`config.mk`:
```
export PLATFORM = sky130hd
export DESIGN_NAME = lsr_regs
export DESIGN_NICKNAME = d
export VERILOG_FILES = /design/src/hw/rtl/lsr_pkg.sv /design/src/hw/rtl/lsr_regs.sv
export SDC_FILE = /design/constraint.sdc
export NUM_CORES = 1
export LEC_CHECK = 0
export ABC_CLOCK_PERIOD_IN_PS = 800
export BUFFER_PORTS_ARGS = -buffer_cell sky130_fd_sc_hd__buf_2
export CAP_MARGIN = 40
export CORE_AREA = 2 2 73 75
export CTS_CLUSTER_DIAMETER = 50
export DETAILED_ROUTE_END_ITERATION = 6
export DIE_AREA = 0 0 75 77
export GPL_ROUTABILITY_DRIVEN = 0
export PLACE_DENSITY = 0.77
export REMOVE_ABC_BUFFERS = 1
export SYNTH_ARGS = -nofsm -noshare
export SYNTH_HDL_FRONTEND = slang
export SYNTH_SLANG_ARGS = --single-unit
```
`constraint.sdc`:
```
create_clock -name clk -period 0.8 [get_ports clk]
set_input_delay 0.08 -clock clk [delete_from_list [all_inputs] [get_ports clk]]
set_output_delay 0.08 -clock clk [all_outputs]
set_load 0.01 [all_outputs]
```
`src/hw/rtl/lsr_pkg.sv`:
```
// ----------------------------------------------------------------------------
// lsr_pkg
// Shared constants, register map and types of the long silence remover.
// ----------------------------------------------------------------------------
package lsr_pkg;

    // Default sizing, handed to the top level as parameter defaults.
    localparam int MAX_RUN_DEFAULT     = 4095;
    localparam int SAMPLE_BITS_DEFAULT = 24;

    // Fixed widths of the configuration registers.
    localparam int THR_W     = 23;
    localparam int RUN_REG_W = 12;
    localparam int CHAN_W    = 2;

    // Configuration port geometry.
    localparam int APB_ADDR_W = 4;
    localparam int APB_DATA_W = 32;
    localparam int REG_IDX_W  = APB_ADDR_W - 2;

    // Register indexes (byte address is four times the index).
    localparam logic [REG_IDX_W-1:0] REG_THRESHOLD = 2'd0;
    localparam logic [REG_IDX_W-1:0] REG_MAX_RUN   = 2'd1;
    localparam logic [REG_IDX_W-1:0] REG_CHANNELS  = 2'd2;

    // Reset values of the registers.
    localparam logic [THR_W-1:0]     THRESHOLD_RESET = '0;
    localparam logic [RUN_REG_W-1:0] MAX_RUN_RESET   = 12'd4095;
    localparam logic [CHAN_W-1:0]    CHANNELS_RESET  = 2'd2;

    // Channel count that tests channel 0 only.
    localparam logic [CHAN_W-1:0] CHANNELS_MONO = 2'd1;

    // Request kinds carried in the input tuser.
    localparam logic CMD_PUSH  = 1'b0;
    localparam logic CMD_DRAIN = 1'b1;

    // Register contents as seen by the datapath.
    typedef struct packed {
        logic [THR_W-1:0]     quiet_threshold;
        logic [RUN_REG_W-1:0] max_quiet_run;
        logic [CHAN_W-1:0]    channels_in_use;
    } lsr_cfg_t;

endpackage

```
`src/hw/rtl/lsr_regs.sv`:
```
// ----------------------------------------------------------------------------
// lsr_regs
// APB register file holding threshold, longest kept run and channel count.
// ----------------------------------------------------------------------------
module lsr_regs
    import lsr_pkg::*;
(
    input  logic                  clk,
    input  logic                  rst_n,
    input  logic                  psel,
    input  logic                  penable,
    input  logic                  pwrite,
    input  logic [APB_ADDR_W-1:0] paddr,
    input  logic [APB_DATA_W-1:0] pwdata,
    output logic [APB_DATA_W-1:0] prdata,
    output logic                  pready,
    output lsr_cfg_t              cfg
);

    lsr_cfg_t               cfg_reg;
    lsr_cfg_t               cfg_next;
    logic [REG_IDX_W-1:0]   reg_idx;
    logic                   wr_en;

    assign reg_idx = paddr[APB_ADDR_W-1:2];
    assign wr_en   = psel && penable && pwrite;
    assign pready  = 1'b1;
    assign cfg     = cfg_reg;

    always_comb
    begin
        cfg_next = cfg_reg;
        if (wr_en)
        begin
            case (reg_idx)
                REG_THRESHOLD: cfg_next.quiet_threshold = pwdata[THR_W-1:0];
                REG_MAX_RUN:   cfg_next.max_quiet_run   = pwdata[RUN_REG_W-1:0];
                REG_CHANNELS:  cfg_next.channels_in_use = pwdata[CHAN_W-1:0];
                default:       cfg_next = cfg_reg;
            endcase
        end
    end

    always_ff @(posedge clk or negedge rst_n)
    begin
        if (!rst_n)
        begin
            cfg_reg.quiet_threshold <= THRESHOLD_RESET;
            cfg_reg.max_quiet_run   <= MAX_RUN_RESET;
            cfg_reg.channels_in_use <= CHANNELS_RESET;
        end
        else
        begin
            cfg_reg <= cfg_next;
        end
    end

    always_comb
    begin
        case (reg_idx)
            REG_THRESHOLD: prdata = APB_DATA_W'(cfg_reg.quiet_threshold);
            REG_MAX_RUN:   prdata = APB_DATA_W'(cfg_reg.max_quiet_run);
            REG_CHANNELS:  prdata = APB_DATA_W'(cfg_reg.channels_in_use);
            default:       prdata = '0;
        endcase
    end

endmodule

```
Yosys cells after proc, flatten, opt, wreduce, memory -nomap -nowiden
Index checks and enable logic that the tools add are counted.
{ "totals": {"ff_bits": 37, "inputBits": 41, "mem_bits_ro": 0, "output_inout_bits": 70, "elab_cells": 12, "ram_bits": 0, "memories": 0, "latch_bits": 0} }
{ "classes": {"shift": 0, "addsub": 0, "mul": 0, "n_eq_ne": 2, "n_reduce_logical": 6, "bitwise": 0, "n_mux": 1, "magnitude_cmp": 0, "n_div": 0} }
{ "ops": {"columns": ["op", "n"], "rows": [
  ["$pmux 23 s3", 1],
  ["$reduce_and 2->1", 3],
  ["$eq 2x1->1 const B", 1],
  ["$eq 2x2->1 const B", 1],
  ["$logic_and 1x1->1", 2],
  ["$logic_not 2->1", 1]
]} }

Depth between registers and ports, before layout
{ "depth": {"word_depth": 3, "depth_mapped": 4, "mapped_depth_nobuf": 3} }

Least setup slack after synthesis
OpenSTA, ideal clock, no wires.
{ "synth_timing": {"kind": "input to register", "startpoint": "input port paddr[2]", "endpoint": "register cfg_reg, in the netlist cfg[14]", "setup_slack_ns": -0.333, "cell_stages": 4, "setup_ns": 0.125, "path_buffers": 2, "t_required_ns": 0.675, "arrival_time_ns": 1.007, "path_cell_list": "buf_6 nor3_4 buf_12 mux2_4"} }
{ "synth_between": {"elab_chain_cells": 2} }
{ "synth_lines": {"columns": ["item", "line", "source"], "rows": [
  ["start, declared", "lsr_regs.sv:13", "input logic [APB_ADDR_W-1:0] paddr,"],
  ["$logic_not 2->1", "lsr_regs.sv:35", "case (reg_idx)"],
  ["$reduce_and 2->1 (no line)", null, null],
  ["end signal, assigned", "lsr_regs.sv:54", "cfg_reg <= cfg_next;"],
  ["end, declared", "lsr_regs.sv:20", "lsr_cfg_t cfg_reg;"]
]} }
No other way between the ends.
A chain may end at the register's enable or synchronous reset.

Final worst setup path
{ "layout_timing": {"startpoint": "register cfg_reg, in the netlist cfg[10]", "endpoint": "output port prdata[8]"} }
{ "layout_between": {"elab_chain_cells": 1} }
{ "layout_lines": {"columns": ["item", "line", "source"], "rows": [
  ["$pmux 23 s3", "lsr_regs.sv:60", "case (reg_idx)"],
  ["end, declared", "lsr_regs.sv:15", "output logic [APB_DATA_W-1:0] prdata,"]
]} }
No other way between the ends.

==> metrics.cfg <==
[sta]
final.min_clock_period_ps = 1200
setup_ws_ps = -405
rsz0062_at_grt = true
final-setup-viol-count = 94
fin_worst_hold_slack_ps = 28.1
hold_viol_final = 0
fin_setup_tns_ps = -15750
clock_skew_ps = 0
maxSlewViolCount = 0
fmax_mhz = 830
period_share_pct = 151

[clock_tree]
htreeDepth = 2
path_clk_slew_ps = 70
cts_buffers = 5
clock_latency_ps = 280
cts-root-buf = clkbuf_8
cts_tree = yes
cts.sinks = 37
clock_path_buffers = 2

[worst_hold_path]
min-delay-start = pwdata[15]
hold_end = cfg[29]$_DFFE_PN0P_
holdPathStages = 2
min-delay-path-class = in -> reg

[worst_setup_path]
r2r_cells = 3
worst-r2r-setup-slack_ps = -110
cpPeakStageDelay_ps = 550
crit_family = flip-flops
startpoint_type = flip-flop
worstSetupPathType = reg -> out
worstPathCellList = mux2i_1, nor2_1, buf_2
reg2reg_from = cfg[4]$_DFFE_PN1P_
regToRegEndpoint = cfg[4]$_DFFE_PN1P_
cp.required_ps = 720
crit_buf_inv = 1
worst_setup_path_end_kind = primary output
crit_slowest_cell = dfstp_2
critPathArrivalTime_ps = 1120
cp_max_fo = 2

[yosys]
synth_area_mm2 = 0.00190
synth-seq-area-share_pct = 49.6
ys_top_cells_by_area = dfrtp_1 (32%), dfstp_2 (18%), mux2_4 (16%), mux2_2 (10%), mux2i_1 (6.3%)
synth_top_area_cell = dfrtp_1
synth_common_cells = dfrtp_1 (24), mux2_4 (20), mux2_2 (17), dfstp_2 (13), mux2i_1 (12)
synthMostInstantiatedCell = dfrtp_1
avgSynthCellArea_um2 = 13.9
syn_inst = 137
synthFlopType = dfrtp_1
yosysUniqueCellTypes = 20
synth.top_cell.area_share_pct = 31.6
async_reset_ff_share_pct = 100
synth_edf_count = 0
ys_warn_count = 0
ys_seq_elements = 37

[global_route]
grt_pass1_vias = 1469
grt_pass1_wl_mm = 7.38
overflow = 0
grtUsageTotal_pct = 16.9
grt_max_degree = 38
antenna_found_initial = 0

[pwr]
p_int_uw = 5040
seq_power_share_pct = 39.3
ir_worst_vdd_mv = 1.39
fin_total_pwr_uw = 7080
power_frac_clock_pct = 18.8
p_per_area_mw_per_mm2 = 2300
netSwitchingPower_uw = 2040
combPwrFrac_pct = 41.9
p_leak_uw = 0.00159
p_sw_share_pct = 28.8

[finish]
drive_gt1_share_pct = 71.5
nNetsFinal = 307
diodes = 0
regArea_um2 = 942
multi_input_area_um2 = 908
area_growth_pct = 61.9
num-fill-cells = 408
largest_reg_flops = 37

[die]
start_util_pct = 38.2
io_pins = 111
die-area_mm2 = 0.00578
coreArea_mm2 = 0.00498
die_h_um = 77
num_rows = 26
chipWidth_um = 75

[routing]
vias = 1479
drt_iter0_markers = 71
routedWlPerCell_um = 14.7
firstDrtPassIters = 4
drc_errors = 0
viasPerCell = 4.39
antenna_left = 0
wirelength_mm = 4.97

[run_status]
violations = negative setup slack
status = complete, but fails checks

[placement]
io_buffers = 89
dp.final_hpwl_mm = 3.26

[run]
drv_cap = 0

## worst max path at each step
stage                   startpoint                  end  slack [ps]  cells past startpoint
2_1_floorplan               pwrite  cfg[27]$_DFFE_PN0P_        -800                      3
3_3_place_gp                pwrite  cfg[13]$_DFFE_PN1P_        -330                      5
3_5_place_dp                pwrite  cfg[25]$_DFFE_PN0P_        -370                      5
4_1_cts         cfg[1]$_DFFE_PN1P_            prdata[1]        -410                      3
5_1_grt         cfg[9]$_DFFE_PN1P_            prdata[7]        -510                      3
6_report       cfg[10]$_DFFE_PN1P_            prdata[8]        -400                      3
## layout by cell type, fill, tap and decap left out, types with 6 or more instances in the layout
master	Yosys	final
dfstp_2	13	13
buf_6	2	47
nor2_1	11	11
mux2i_1	12	12
buf_2	1	67
dfrtp_1	24	24
mux2_4	20	36
buf_4	11	14
clkbuf_8	0	6
conb_1	2	10
and2_1	11	11
## worst register-to-register path, cell delays in order (launching register included)
cell and delay [ps]:
dfstp_2 380, buf_6 110, buf_6 100, mux2_4 250
## stage by stage
| stage | utilization, % | worst slack, ps | area, um2 | cells |
|---|---|---|---|---|
| floorplan | - | -796 | 1770 | 127 |
| global placement | 50.1 | -330 | 2490 | 308 |
| detailed placement | 50.1 | -366 | 2490 | 308 |
| CTS | 58.4 | -414 | 2910 | 326 |
| global route | 61.8 | -510 | 3080 | 337 |
| finish | 61.8 | -405 | 3080 | 337 |
## final cells by class
cell class | instances | area share [%]
clock buffer | 8 | 2.93
multi-input combinational | 90 | 29.5
sequential | 37 | 30.6
tap | 70 | 2.85
timing repair buffer | 132 | 34.1
## layer usage
layer  GRT usage (%)  vias up  routed length, um
li1                -      700                  -
met1            21.6      722               2140
met2            27.3       53               2530
met3            3.94        4                251
met4            6.25        0                 47
met5               0        -                  0
## what timing repair did
action                                  in CTS  in global routing
hold buffers                                 1                  0
hold endpoints to repair                    37                  0
buffers inserted                             8                 16
pin swaps                                    1                  4
cloned                                       1                  0
endpoints found under the setup margin      96                 97
gates resized for setup                     50                 29
## power groups by stage
| stage | clock network (uW) | logic, uW | registers (uW) |
|---|---|---|---|
| detailed placement | 0 | 2090 | 2750 |
| global placement | 0 | 2040 | 2740 |
| finish | 1330 | 2970 | 2780 |
| floorplan | 0 | 812 | 2950 |
| global route | 1460 | 3190 | 2830 |
| CTS | 1380 | 2610 | 2760 |
## cells by family (layout without fill, tap and decap cells)
group,count (synthesis),count (layout),synth area share [%]
compound gates,2,2,0.527
buf+inv,18,140,8.30
other cells,2,10,0.395
flops,37,37,49.6
mux,49,49,32.2
simple gates,29,29,8.96
Power figures use the tool's default switching activity.
